[src/rtl/core/u16u8_pkg.sv]
// Shared types and constants for the UTF-16 to UTF-8 transcoder.
// No dependencies; every other file refers to this package by scoped name.
package u16u8_pkg;

   localparam int UnitW    = 16;
   localparam int ByteW    = 8;
   localparam int MaxBytes = 4;
   localparam int CntW     = 2;   // holds byte count minus one
   localparam int CsrIdxW  = 2;
   localparam int CsrDataW = 1;

   localparam int QueueDepth = 4;
   localparam int QueueAw    = $clog2(QueueDepth);

   // Register indexes on the configuration port
   localparam logic [CsrIdxW-1:0] CSR_PASS_RAW      = 2'd0;
   localparam logic [CsrIdxW-1:0] CSR_LITTLE_ENDIAN = 2'd1;

   // Surrogate ranges, by the top six bits of a code unit
   localparam logic [5:0] SURR_HIGH_TAG = 6'b110110;
   localparam logic [5:0] SURR_LOW_TAG  = 6'b110111;

   localparam logic [20:0] SUPP_BASE = 21'h10000;

   // One classified request, as queued between front and back
   typedef struct packed {
      logic [MaxBytes-1:0][ByteW-1:0] bytes;        // bytes[0] goes out first
      logic [CntW-1:0]                last_idx;     // number of results minus one
      logic                           has_byte;
      logic                           pair_error;
      logic                           status_error;
   } entry_type;

endpackage

[src/rtl/core/u16u8_front.sv]
// Front end: accepts code units, holds configuration and surrogate state,
// and turns each request into one queue entry. Depends on u16u8_pkg.
module u16u8_front (
   input  logic                             clock,
   input  logic                             reset,
   input  logic                             req_valid,
   output logic                             req_stall,
   input  logic [u16u8_pkg::UnitW-1:0]      req_code_unit,
   input  logic                             csr_valid,
   output logic                             csr_ready,
   input  logic [u16u8_pkg::CsrIdxW-1:0]    csr_index,
   input  logic [u16u8_pkg::CsrDataW-1:0]   csr_data,
   input  logic                             q_full,
   output logic                             q_push,
   output u16u8_pkg::entry_type             q_entry
);

   logic        keep_ff, keep_in;
   logic        le_ff, le_in;
   logic        pend_ff, pend_in;       // a lead surrogate is waiting
   logic [9:0]  lead_ff, lead_in;       // its low ten bits
   logic        sticky_ff, sticky_in;

   logic        is_high, is_low;
   logic [20:0] cp;
   u16u8_pkg::entry_type ent;

   assign csr_ready = 1'b1;
   assign req_stall = q_full;
   assign q_push    = req_valid && !q_full;
   assign q_entry   = ent;

   assign is_high = (req_code_unit[15:10] == u16u8_pkg::SURR_HIGH_TAG);
   assign is_low  = (req_code_unit[15:10] == u16u8_pkg::SURR_LOW_TAG);
   assign cp      = u16u8_pkg::SUPP_BASE + {1'b0, lead_ff, req_code_unit[9:0]};

   always_comb begin
      keep_in   = keep_ff;
      le_in     = le_ff;
      if (csr_valid && csr_ready) begin
         case (csr_index)
            u16u8_pkg::CSR_PASS_RAW:      keep_in = csr_data[0];
            u16u8_pkg::CSR_LITTLE_ENDIAN: le_in   = csr_data[0];
            default: ;
         endcase
      end
   end

   always_comb begin
      pend_in          = pend_ff;
      lead_in          = lead_ff;
      sticky_in        = sticky_ff;
      ent.bytes        = '0;
      ent.last_idx     = '0;
      ent.has_byte     = 1'b1;
      ent.pair_error   = 1'b0;
      if (keep_ff) begin
         ent.bytes[0] = le_ff ? req_code_unit[7:0]  : req_code_unit[15:8];
         ent.bytes[1] = le_ff ? req_code_unit[15:8] : req_code_unit[7:0];
         ent.last_idx = 2'd1;
      end else if ((pend_ff && !is_low) || (is_low && !pend_ff)) begin
         // missing low or missing high surrogate; unit dropped, lead kept
         sticky_in      = 1'b1;
         ent.has_byte   = 1'b0;
         ent.pair_error = 1'b1;
      end else if (is_high) begin
         pend_in      = 1'b1;
         lead_in      = req_code_unit[9:0];
         ent.has_byte = 1'b0;
      end else if (is_low) begin
         pend_in      = 1'b0;
         ent.bytes[0] = {5'b11110, cp[20:18]};
         ent.bytes[1] = {2'b10, cp[17:12]};
         ent.bytes[2] = {2'b10, cp[11:6]};
         ent.bytes[3] = {2'b10, cp[5:0]};
         ent.last_idx = 2'd3;
      end else if (req_code_unit[15:7] == 9'd0) begin
         ent.bytes[0] = req_code_unit[7:0];
      end else if (req_code_unit[15:11] == 5'd0) begin
         ent.bytes[0] = {3'b110, req_code_unit[10:6]};
         ent.bytes[1] = {2'b10, req_code_unit[5:0]};
         ent.last_idx = 2'd1;
      end else begin
         ent.bytes[0] = {4'b1110, req_code_unit[15:12]};
         ent.bytes[1] = {2'b10, req_code_unit[11:6]};
         ent.bytes[2] = {2'b10, req_code_unit[5:0]};
         ent.last_idx = 2'd2;
      end
      ent.status_error = sticky_in;
   end

   always_ff @(posedge clock) begin
      if (reset) begin
         keep_ff   <= 1'b0;
         le_ff     <= 1'b1;
         pend_ff   <= 1'b0;
         sticky_ff <= 1'b0;
      end else begin
         keep_ff <= keep_in;
         le_ff   <= le_in;
         if (q_push) begin
            pend_ff   <= pend_in;
            sticky_ff <= sticky_in;
         end
      end
   end

   always_ff @(posedge clock) begin
      if (q_push) begin
         lead_ff <= lead_in;
      end
   end

endmodule

[src/rtl/core/u16u8_queue.sv]
// Small entry queue between front and back ends.
// Depends on u16u8_pkg for the entry type and depth.
module u16u8_queue (
   input  logic                 clock,
   input  logic                 reset,
   input  logic                 push,
   input  u16u8_pkg::entry_type push_entry,
   input  logic                 pop,
   output logic                 full,
   output logic                 empty,
   output u16u8_pkg::entry_type head
);

   localparam int Aw = u16u8_pkg::QueueAw;

   u16u8_pkg::entry_type slot_ff [u16u8_pkg::QueueDepth];
   logic [Aw-1:0] wr_ptr_ff, wr_ptr_in;
   logic [Aw-1:0] rd_ptr_ff, rd_ptr_in;
   logic [Aw:0]   count_ff, count_in;

   assign full  = (count_ff == (Aw+1)'(u16u8_pkg::QueueDepth));
   assign empty = (count_ff == '0);
   assign head  = slot_ff[rd_ptr_ff];

   always_comb begin
      wr_ptr_in = push ? wr_ptr_ff + 1'b1 : wr_ptr_ff;
      rd_ptr_in = pop  ? rd_ptr_ff + 1'b1 : rd_ptr_ff;
      count_in  = count_ff + (Aw+1)'(push) - (Aw+1)'(pop);
   end

   always_ff @(posedge clock) begin
      if (reset) begin
         wr_ptr_ff <= '0;
         rd_ptr_ff <= '0;
         count_ff  <= '0;
      end else begin
         wr_ptr_ff <= wr_ptr_in;
         rd_ptr_ff <= rd_ptr_in;
         count_ff  <= count_in;
      end
   end

   always_ff @(posedge clock) begin
      if (push) begin
         slot_ff[wr_ptr_ff] <= push_entry;
      end
   end

endmodule

[src/rtl/core/u16u8_back.sv]
// Back end: walks the head entry one byte per cycle, unless stalled, into the result register.
// Depends on u16u8_pkg for the entry type.
module u16u8_back (
   input  logic                            clock,
   input  logic                            reset,
   input  logic                            q_empty,
   input  u16u8_pkg::entry_type            q_head,
   output logic                            q_pop,
   output logic                            rsp_valid,
   input  logic                            rsp_stall,
   output logic [u16u8_pkg::ByteW-1:0]     rsp_out_byte,
   output logic                            rsp_has_byte,
   output logic                            rsp_last,
   output logic                            rsp_pair_error,
   output logic                            rsp_status_error
);

   logic [u16u8_pkg::CntW-1:0] idx_ff, idx_in;
   logic       valid_ff, valid_in;
   logic       load;
   logic       at_last;
   logic [u16u8_pkg::ByteW-1:0] byte_ff;
   logic       has_ff, last_ff, perr_ff, serr_ff;

   assign at_last = (idx_ff == q_head.last_idx);
   assign load    = (!valid_ff || !rsp_stall) && !q_empty;
   assign q_pop   = load && at_last;

   always_comb begin
      valid_in = valid_ff;
      idx_in   = idx_ff;
      if (!valid_ff || !rsp_stall) begin
         valid_in = !q_empty;
      end
      if (load) begin
         idx_in = at_last ? '0 : idx_ff + 1'b1;
      end
   end

   always_ff @(posedge clock) begin
      if (reset) begin
         valid_ff <= 1'b0;
         idx_ff   <= '0;
      end else begin
         valid_ff <= valid_in;
         idx_ff   <= idx_in;
      end
   end

   always_ff @(posedge clock) begin
      if (load) begin
         byte_ff <= q_head.bytes[idx_ff];
         has_ff  <= q_head.has_byte;
         last_ff <= at_last;
         perr_ff <= q_head.pair_error;
         serr_ff <= q_head.status_error;
      end
   end

   assign rsp_valid        = valid_ff;
   assign rsp_out_byte     = byte_ff;
   assign rsp_has_byte     = has_ff;
   assign rsp_last         = last_ff;
   assign rsp_pair_error   = perr_ff;
   assign rsp_status_error = serr_ff;

endmodule

[src/rtl/core/utf16_to_utf8_transcoder.sv]
// Top level of the UTF-16 to UTF-8 transcoder: front end, entry queue, back end.
// Depends on u16u8_pkg, u16u8_front, u16u8_queue and u16u8_back.
//
// Usage:
//  - req_* channel takes one 16-bit code unit per request (valid/stall).
//  - rsp_* channel returns result items one per cycle unless stalled: a UTF-8
//    byte, a raw UTF-16 half in pass-through mode, or a no-byte marker for a
//    stored lead or a pairing fault. rsp_last marks the final item of each request.
//  - csr_* port writes the pass-through enable (index 0) and little_endian
//    (index 1); csr_ready is always high. Write only while the block is idle.
//  - Path: an accepted request is first registered into the queue by the
//    front; the back then registers its first byte from the queue head into
//    the result register that drives rsp_*.
//  - Throughput: one result item per cycle while rsp_stall is low; a request
//    gives 1 to 4 results, and the byte-wide result register walks the
//    queue head one byte at a time.
//  - The front classifies while the back drains; a 4-entry queue decouples
//    them, and req_stall rises only when that queue is full.
//  - Reset (synchronous) empties the queue, drops any pending lead, clears
//    the sticky error, turns pass-through off and sets little_endian=1.
//  - When rsp_stall is high on a valid result the result register holds,
//    the back stops, and the queue fills until req_stall asserts.
module utf16_to_utf8_transcoder (
   input  logic                            clock,
   input  logic                            reset,
   input  logic                            req_valid,
   output logic                            req_stall,
   input  logic [u16u8_pkg::UnitW-1:0]     req_code_unit,
   output logic                            rsp_valid,
   input  logic                            rsp_stall,
   output logic [u16u8_pkg::ByteW-1:0]     rsp_out_byte,
   output logic                            rsp_has_byte,
   output logic                            rsp_last,
   output logic                            rsp_pair_error,
   output logic                            rsp_status_error,
   input  logic                            csr_valid,
   output logic                            csr_ready,
   input  logic [u16u8_pkg::CsrIdxW-1:0]   csr_index,
   input  logic [u16u8_pkg::CsrDataW-1:0]  csr_data
);

   // queue hookup between the two halves
   logic                 q_full, q_empty, q_push, q_pop;
   u16u8_pkg::entry_type q_in, q_head;

   u16u8_front u_front (
      .clock         (clock),
      .reset         (reset),
      .req_valid     (req_valid),
      .req_stall     (req_stall),
      .req_code_unit (req_code_unit),
      .csr_valid     (csr_valid),
      .csr_ready     (csr_ready),
      .csr_index     (csr_index),
      .csr_data      (csr_data),
      .q_full        (q_full),
      .q_push        (q_push),
      .q_entry       (q_in)
   );

   u16u8_queue u_queue (
      .clock      (clock),
      .reset      (reset),
      .push       (q_push),
      .push_entry (q_in),
      .pop        (q_pop),
      .full       (q_full),
      .empty      (q_empty),
      .head       (q_head)
   );

   u16u8_back u_back (
      .clock            (clock),
      .reset            (reset),
      .q_empty          (q_empty),
      .q_head           (q_head),
      .q_pop            (q_pop),
      .rsp_valid        (rsp_valid),
      .rsp_stall        (rsp_stall),
      .rsp_out_byte     (rsp_out_byte),
      .rsp_has_byte     (rsp_has_byte),
      .rsp_last         (rsp_last),
      .rsp_pair_error   (rsp_pair_error),
      .rsp_status_error (rsp_status_error)
   );

endmodule

[config.mk]
export PLATFORM = sky130hd
export DESIGN_NAME = utf16_to_utf8_transcoder
export DESIGN_NICKNAME = d
export VERILOG_FILES = /design/src/rtl/core/u16u8_pkg.sv /design/src/rtl/core/u16u8_front.sv /design/src/rtl/core/u16u8_queue.sv /design/src/rtl/core/u16u8_back.sv /design/src/rtl/core/utf16_to_utf8_transcoder.sv
export SDC_FILE = /design/constraint.sdc
export NUM_CORES = 1
export LEC_CHECK = 0
export BUFFER_PORTS_ARGS = -buffer_cell sky130_fd_sc_hd__buf_4
export CAP_MARGIN = 20
export CORE_MARGIN = 2
export CORE_UTILIZATION = 66
export CTS_CLUSTER_SIZE = 40
export DETAILED_ROUTE_END_ITERATION = 10
export GPL_TIMING_DRIVEN = 1
export PLACE_DENSITY = 0.85
export REMOVE_ABC_BUFFERS = 1
export SLEW_MARGIN = 10
export SYNTH_ARGS = -nofsm -noshare
export SYNTH_HDL_FRONTEND = slang
export SYNTH_HIERARCHICAL = 1
export SYNTH_SLANG_ARGS = --single-unit
[constraint.sdc]
create_clock -name clock -period 8.6 [get_ports clock]
set_input_delay 0.86 -clock clock [delete_from_list [all_inputs] [get_ports clock]]
set_output_delay 0.86 -clock clock [all_outputs]
set_load 0.03 [all_outputs]
# Word level (Yosys, flattened, before mapping)
# Memories as Yosys holds them, arrays and structs flattened. A register that Yosys moved wholly into a read port is not among the register bits.
# Index checks and enable logic that the tools add are counted.
[totals]
reg_bits = 36
ramBits = 148
input_bits = 24
output_inout_bits = 15
wordCells = 80
memories = 1
[mem_list]
columns = ["memory", "words", "word_bits", "read_ports", "rd_clocked_by_memory_dff", "wr", "line", "rtl"]
rows = [
  ["u_queue.slot_ff", 4, 37, 1, 1, 1, "u16u8_queue.sv:16", "u16u8_pkg::entry_type slot_ff [u16u8_pkg::QueueDepth];"],
]
[classes]
addsub = 6
order_cmp = 1
eq_ne = 5
n_mux = 28
bitwise_logic = 2
reduce_logical = 22
[ops]
columns = ["operator", "n"]
rows = [
  ["34-bit 2-to-1 mux", 2],
  ["16-bit 2-to-1 mux", 3],
  ["8-bit 2-to-1 mux", 6],
  ["26-bit 2-to-1 mux", 1],
  ["17-bit by 20-bit adder with 21-bit output, first input constant", 1],
  ["18-bit 2-to-1 mux", 1],
  ["8-bit binary-select mux with 2-bit select", 1],
  ["6-bit == test, second input constant", 2],
  ["2-bit 2-to-1 mux", 5],
  ["9-bit logical NOT", 1],
  ["1-bit 2-to-1 mux", 9],
  ["4-bit AND reduction", 2],
  ["2-bit by 1-bit adder with 2-bit output, second input constant", 3],
  ["1-bit logical NOT", 6],
  ["1-bit logical AND", 5],
  ["5-bit logical NOT", 1],
  ["2-bit AND reduction", 2],
  ["3-bit by 1-bit adder with 3-bit output", 1],
  ["3-bit == test, second input constant", 1],
  ["3-bit logical NOT", 1],
  ["2-bit by 3-bit < comparator with 1-bit output, second input constant", 1],
  ["3-bit by 1-bit subtractor with 3-bit output", 1],
  ["2-bit by 1-bit == test with 1-bit output, second input constant", 1],
  ["2-bit == test", 1],
  ["4 further kinds", 6],
]

# Longest topological paths before layout
# Gate-level depths: netlist (run 1).
[logic_depth]
ltp_word = 7
mapped_depth = 11
ltp_nobuf = 9

# By module
# The synthesis (run 1) kept the hierarchy.
[by_module_without_submodules]
columns = ["module", "n_inst", "cells_each", "area_per_inst_um2", "seq_area_each_um2"]
rows = [
  ["u16u8_queue", 1, 235, 5834.3, 4624.4],
  ["u16u8_front", 1, 167, 1443.9, 380.4],
  ["u16u8_back", 1, 43, 734.5, 420.4],
]

# Worst setup path after synthesis (run 1)
# Ideal clock, no wire load.
[synth_timing]
path_type = "input-to-reg"
start = "input rsp_stall"
end = "register u_queue.count_ff[2]"
arrival_ns = 3.169
t_required_ns = 8.490
setup_slack_ns = 5.321
path_stages = 8
path_buffers = 0
cell_sequence = "a21oi_1 -> and3_1 -> ha_1 -> inv_1 -> ha_1 -> fa_1 -> xor3_1 -> nor2_1"
[synth_between]
elab_chain_cells = 5
[synth_rtl]
columns = ["item", "line", "rtl"]
rows = [
  ["start: declaration", "utf16_to_utf8_transcoder.sv:30", "input logic rsp_stall,"],
  ["1-bit logical NOT", "u16u8_back.sv:26", "assign load = (!valid_ff || !rsp_stall) && !q_empty;"],
  ["1-bit logical OR", "u16u8_back.sv:26", ""],
  ["1-bit logical AND", "u16u8_back.sv:26", ""],
  ["1-bit logical AND", "u16u8_back.sv:27", "assign q_pop = load && at_last;"],
  ["via q_pop", "utf16_to_utf8_transcoder.sv:43", "logic q_full, q_empty, q_push, q_pop;"],
  ["3-bit by 1-bit subtractor with 3-bit output", "u16u8_queue.sv:28", "count_in = count_ff + (Aw+1)'(push) - (Aw+1)'(pop);"],
  ["end signal: assignment", "u16u8_queue.sv:39", "count_ff <= count_in;"],
  ["end: declaration", "u16u8_queue.sv:19", "logic [Aw:0] count_ff, count_in;"],
]
# The timed path passes the listed nets, and every way through them passes these cells.
# A chain may end at the register's enable or synchronous reset.

==> impl_metrics.env, run 1 <==
export IMPL_grtUsageMet2_pct=40.0
export IMPL_cts_resized=0
export IMPL_port_buffers=37
export IMPL_grt_antenna_before_repair=0
export IMPL_p_switching_mw=0.675
export IMPL_synth_seq_cells=186
export IMPL_clock_latency_ns=0.42
export IMPL_grt_remaining_overflow=0
export IMPL_status="completed"
export IMPL_combPwrFrac_pct=21.9
export IMPL_synth_flop_cell="edfxtp_1"
export IMPL_p_int_mw=1.83
export IMPL_ios=39
export IMPL_place_congestion=0.885
export IMPL_met3_usage_pct=4.76
export IMPL_clkSinkCount=186
export IMPL_finalCriticalPeriod_ns=3.44
export IMPL_detail_route_antenna_nets=0
export IMPL_dp_final_hpwl_mm=8.89
export IMPL_synth_cells=445
export IMPL_crit_type="register to register"
export IMPL_multi_input_comb_area_mm2=0.00235
export IMPL_initial_utilization_pct=67.3
export IMPL_holdWs_ns=0.511
export IMPL_vias=4199
export IMPL_post_cts_setup_buffers=0
export IMPL_tightest_slew_ns=1.08
export IMPL_synth_async_reset_ratio_pct=0
export IMPL_dieWidth_um=114
export IMPL_swShare_pct=26.9
export IMPL_grt_max_degree=38
export IMPL_ys_seq_area_share_pct=67.7
export IMPL_maxSlewViolCount=0
export IMPL_grt_total_usage_pct=25.0
export IMPL_cts_max_level=4
export IMPL_grt_first_pass_wirelength_mm=23.7
export IMPL_synth_edf_count=170
export IMPL_cp_arrival_ns=3.75
export IMPL_finalCritPeriodShare_pct=40.0
export IMPL_hold_viol=0
export IMPL_cp_end_kind="register"
export IMPL_grt_setup_unrepaired="no"
export IMPL_layout_drive_gt1_share_pct=28.2
export IMPL_clock_power_share_pct=30.1
export IMPL_fin_nets=516
export IMPL_synth_cell_types=58
export IMPL_routed_wl_mm=15.2
export IMPL_grtUsageMet1_pct=34.6
export IMPL_finalWorstSetupSlack_ns=5.16
export IMPL_syn_to_final_growth_pct=11.5
export IMPL_yosys_warnings=6
export IMPL_vias_per_cell=6.52
export IMPL_cts_buffers=17
export IMPL_p_seq_share_pct=48.0
export IMPL_dp_slack_ns=5.05
export IMPL_fill_cells=669
export IMPL_clk_pin_slew_worst_paths_ns=0.06
export IMPL_die_h_um=114
export IMPL_critPathRequiredTime_ns=8.91
export IMPL_startpoint_type="register"
export IMPL_p_leak_nw=2.97
export IMPL_avgSynthCellArea_um2=18.0
export IMPL_skew_ns=0.00729
export IMPL_antennaDiodeCount=0
export IMPL_fmax_ghz=0.290
export IMPL_drtIter0Drc=450
export IMPL_drt_pass1_iter_count=5
export IMPL_first_global_vias=4334
export IMPL_cap_violations=0
export IMPL_cts_hold_buf=0
export IMPL_path_max_fanout=37
export IMPL_synthesis_area_mm2=0.00801
export IMPL_fin_tns_setup_ns=0
export IMPL_fp_row_count=40
export IMPL_wl_per_cell_um=23.5
export IMPL_cts_tree="yes"
export IMPL_worst_ir_drop_vdd_mv=0.160
export IMPL_p_total_mw=2.51
export IMPL_setup_violations=0
export IMPL_core_mm2=0.0119
export IMPL_max_slew_margin_pct=27.2
export IMPL_power_density_mw_per_mm2=281
export IMPL_root_buffer="clkbuf_16"
export IMPL_register_area_mm2=0.00543
export IMPL_dieArea_mm2=0.0130
export IMPL_hp_class="register to register"
export IMPL_grt_busiest_layer="met2"
export IMPL_drc=0
export IMPL_cts_buffer_depth=2
[power groups by stage]
stage | Clock [mW] | Sequential [mW] | Combinational [mW]
after floorplan | 0 | 1.28 | 0.293
after global placement | 0 | 1.22 | 0.515
after detailed placement | 0 | 1.22 | 0.536
after CTS | 0.762 | 1.21 | 0.540
after global routing | 0.798 | 1.22 | 0.589
final | 0.756 | 1.21 | 0.549
[metrics by stage]
step	cells	instance area [um2]	util, %
detailed placement	611	8340	70.0
finish	644	8940	75.0
CTS	643	8920	74.9
global route	644	8940	75.0
floorplan	419	7810	-
global placement	611	8340	70.0
[state kept, by name, summed over array words and instances, names as in the netlist, named ones only]
signal / cells
u_back/idx_ff: 2
u_queue/slot_ff: 148
u_back/rsp_status_error: 1
u_back/rsp_has_byte: 1
u_queue/rd_ptr_ff: 2
u_back/rsp_out_byte: 8
u_front/sticky_ff: 1
u_front/pend_ff: 1
u_queue/count_ff: 3
u_front/le_ff: 1
u_front/lead_ff: 10
u_back/rsp_pair_error: 1
u_front/keep_ff: 1
u_back/rsp_last: 1
u_queue/wr_ptr_ff: 2
u_back/rsp_valid: 1
[kinds of logic (layout without fill, tap and decap cells)]
group | after synthesis | count (layout) | share of synthesized area (%)
and+or+nand+nor | 80 | 80 | 5.53
DFF | 186 | 186 | 67.7
xor gates and xnor gates | 7 | 7 | 0.952
buffers and inverters | 38 | 89 | 3.12
muxes | 68 | 68 | 16.2
adders and majority gates | 8 | 8 | 1.34
AOI/OAI and AO/OA | 56 | 56 | 5.04
other | 2 | 3 | 0.0937
[cell usage after synthesis (all sizes together), types with 2 or more instances]
| cell | count | share of area [%] |
|---|---|---|
| a21oi | 10 | 0.62 |
| a22o | 6 | 0.66 |
| a22oi | 7 | 0.66 |
| a31o | 2 | 0.22 |
| and2 | 10 | 0.78 |
| and3 | 4 | 0.31 |
| buf | 22 | 2.4 |
| clkbuf | 5 | 0.25 |
| conb | 2 | 0.094 |
| dfxtp | 16 | 4.0 |
| edfxtp | 170 | 64 |
| ha | 7 | 1.1 |
| inv | 11 | 0.52 |
| mux2 | 14 | 2.0 |
| mux2i | 9 | 1.1 |
| mux4 | 45 | 13 |
| nand2 | 15 | 0.70 |
| nand2b | 2 | 0.16 |
| nand3 | 3 | 0.19 |
| nand3b | 2 | 0.19 |
| nor2 | 18 | 0.97 |
| nor2b | 12 | 0.94 |
| nor3 | 2 | 0.12 |
| nor3b | 2 | 0.19 |
| nor4 | 2 | 0.23 |
| o21ai | 15 | 0.98 |
| o31ai | 5 | 0.72 |
| or2 | 4 | 0.31 |
| xnor2 | 6 | 0.66 |
[path summary, 6_finish.rpt]
kind | cells after the start | slack [ns] | start | endpoint
max | 10 | 5.16 | register | u_queue/count_ff[2]
min | 2 | 0.51 | u_back/rsp_valid | u_back/rsp_valid
max reg2reg | 10 | 5.16 | register | u_queue/count_ff[2]
min reg2reg | 2 | 0.51 | u_back/rsp_valid | u_back/rsp_valid
[layout by cell type, fill, tap and decap left out, types with 7 or more instances in the layout]
master	synthesis	layout
dfxtp_1	16	15
inv_1	11	11
and2_1	10	10
mux2_2	14	14
edfxtp_1	170	170
mux4_1	10	10
ha_1	7	7
mux2i_1	9	9
clkbuf_16	0	17
nor2_1	16	16
o21ai_1	10	10
nand2_1	15	15
buf_4	6	45
mux4_2	35	35
nor2b_1	12	12
a22oi_1	7	7
a21oi_1	10	9
[cell type report]
| cell class | instances | area share [%] |
|---|---|---|
| clock buffers | 21 | 5.15 |
| clock inverters | 11 | 1.36 |
| inverters | 11 | 0.462 |
| multi-input cells | 222 | 26.3 |
| flip-flops and latches | 186 | 60.7 |
| well taps | 147 | 2.06 |
| repair buffers | 46 | 3.95 |
[critical path: stages (launching register included)]
cell and delay [ns]:
dfxtp_2 0.32, buf_4 0.57, mux4_2 0.64, xnor2_1 0.18, and3_1 0.29, ha_1 0.29, inv_1 0.04, ha_1 0.18
fa_1 0.40, xor3_1 0.38, nor2_1 0.04
[per-layer routing]
metal | wire length (um) | part of all wire, %
met5 | 0 | 0
met4 | 342 | 2.3
met3 | 949 | 6.3
met2 | 7660 | 51
met1 | 6210 | 41
No activity file was read; power rests on OpenSTA's default activity.
==> run 2, diff against run 1 <==
--- a/config.mk
+++ b/config.mk
@@ -8,11 +8,11 @@
 export BUFFER_PORTS_ARGS = -buffer_cell sky130_fd_sc_hd__buf_4
 export CAP_MARGIN = 20
 export CORE_MARGIN = 2
-export CORE_UTILIZATION = 66
+export CORE_UTILIZATION = 55
 export CTS_CLUSTER_SIZE = 40
 export DETAILED_ROUTE_END_ITERATION = 10
 export GPL_TIMING_DRIVEN = 1
-export PLACE_DENSITY = 0.85
+export PLACE_DENSITY = 0.75
 export REMOVE_ABC_BUFFERS = 1
 export SLEW_MARGIN = 10
 export SYNTH_ARGS = -nofsm -noshare
==> constraint.sdc (replaced) <==
create_clock -name clock -period 3 [get_ports clock]
set_input_delay 0.3 -clock clock [delete_from_list [all_inputs] [get_ports clock]]
set_output_delay 0.3 -clock clock [all_outputs]
set_load 0.03 [all_outputs]
==> impl_metrics.env, run 2 (same netlist as run 1, synthesis figures left out) <==
export IMPL_largest_reg_flops=148
export IMPL_maxSlewViolCount=0
export IMPL_fmax_ghz=0.359
export IMPL_path_max_fanout=4
export IMPL_initial_utilization_pct=55.8
export IMPL_hold_viol=0
export IMPL_cpMostUsedCell="ha_1"
export IMPL_grt_remaining_overflow=0
export IMPL_status="completed"
export IMPL_core_mm2=0.0144
export IMPL_cp_end_kind="register"
export IMPL_finalCritPeriodShare_pct=92.8
export IMPL_holdWs_ns=0.0974
export IMPL_final_cell_mix="edfxtp_1 (170), buf_4 (53), mux4_2 (35)"
export IMPL_dp_final_hpwl_mm=8.76
export IMPL_drtIter0Drc=496
export IMPL_vias_per_cell=6.00
export IMPL_cts_tree="yes"
export IMPL_wl_per_cell_um=21.2
export IMPL_cts_buffers=17
export IMPL_drt_pass1_iter_count=4
export IMPL_clock_latency_ns=0.43
export IMPL_detail_route_antenna_nets=0
export IMPL_place_area_mm2=0.00845
export IMPL_drc=0
export IMPL_post_cts_setup_buffers=0
export IMPL_clkSinkCount=186
export IMPL_critPathSlowestCell="mux4_2"
export IMPL_cap_violations=0
export IMPL_critPathBufInv=1
export IMPL_port_buffers=37
export IMPL_fin_nets=523
export IMPL_cts_max_level=4
export IMPL_register_area_mm2=0.00543
export IMPL_grt_antenna_before_repair=0
export IMPL_tightest_slew_ns=0.842
export IMPL_layout_drive_gt1_share_pct=29.2
export IMPL_path_cells="mux4_2 > xnor2_1 > and3_1 > ha_1 > inv_1 > ha_1 > fa_1 > xor3_1 > nor2_1"
export IMPL_final_common_cell="edfxtp_1"
export IMPL_crit_type="register to register"
export IMPL_fill_cells=992
export IMPL_fin_area_mm2=0.00903
export IMPL_critPathRequiredTime_ns=3.32
export IMPL_finalCriticalPeriod_ns=2.78
export IMPL_routed_wl_mm=14.6
export IMPL_die_h_um=125
export IMPL_multi_input_comb_area_mm2=0.00235
export IMPL_regMostFlops="u_queue/slot_ff"
export IMPL_vias=4123
export IMPL_p_leak_nw=3.01
export IMPL_antennaDiodeCount=0
export IMPL_startpoint_type="register"
export IMPL_critical_path_top_delay_family="adder cells"
export IMPL_cpPeakStageDelay_ns=0.55
export IMPL_root_buffer="clkbuf_16"
export IMPL_setup_violations=0
export IMPL_ios=39
export IMPL_syn_to_final_growth_pct=12.7
export IMPL_finalWorstSetupSlack_ns=0.216
export IMPL_place_congestion=0.828
export IMPL_cts_buffer_depth=2
export IMPL_cts_hold_buf=0
export IMPL_grt_setup_unrepaired="no"
export IMPL_p_total_mw=7.21
export IMPL_first_global_vias=4176
export IMPL_worst_ir_drop_vdd_mv=0.369
export IMPL_dp_slack_ns=0.212
export IMPL_dieWidth_um=125
export IMPL_hp_class="input port to register"
export IMPL_cp_arrival_ns=3.10
export IMPL_clk_pin_slew_worst_paths_ns=0.06
export IMPL_skew_ns=0.00701
export IMPL_cts_resized=0
export IMPL_grt_first_pass_wirelength_mm=23.2
export IMPL_max_slew_margin_pct=43.8
export IMPL_power_density_mw_per_mm2=798
export IMPL_hold_start="req_code_unit[3]"
export IMPL_dieArea_mm2=0.0156
export IMPL_grt_total_usage_pct=20.0
export IMPL_grt_max_degree=38
export IMPL_fp_row_count=44
## run 2: where the power goes
part           total (mW)  leakage, nW  internal [mW]  switching (mW)
combinational        1.62         1.04          0.722           0.899
clock                2.20        0.281           1.30           0.896
sequential           3.39         1.69           3.27           0.117
total                7.21         3.01           5.30            1.91
## run 2: path summary, 6_finish.rpt
kind	to	slack, ns	cells after the start
worst max-delay path	u_queue/count_ff[2]	0.22	9
worst min-delay path	u_front/lead_ff[3]	0.1	1
worst max register to register	u_queue/count_ff[2]	0.22	9
worst min register to register	u_back/rsp_valid	0.50	2
## run 2: layout make-up
class,instances,area share (%)
clock inverters,12,1.66
clock buffers,19,4.79
flip-flops and latches,186,60.1
well taps,184,2.55
repair buffers,53,4.41
multi-input cells,222,26.0
inverters,11,0.457
## run 2: stage by stage
stage	instances	util (%)	TNS (ns)
after floorplan	419	-	-2.30
after CTS	687	62.8	0
final	687	62.8	0
after global placement	656	58.8	0
after detailed placement	656	58.8	0
after global routing	687	62.8	0
## run 2: metal layers
layer | vias up | share of wire (%) | GRT usage [%] | wire (um)
met2 | 150 | 49 | 31.1 | 7140
met4 | 0 | 1.5 | 7.67 | 215
met5 | - | 0 | 0 | 0
met3 | 17 | 5.3 | 3.99 | 769
li1 | 1861 | - | - | -
met1 | 2095 | 44 | 28.4 | 6440
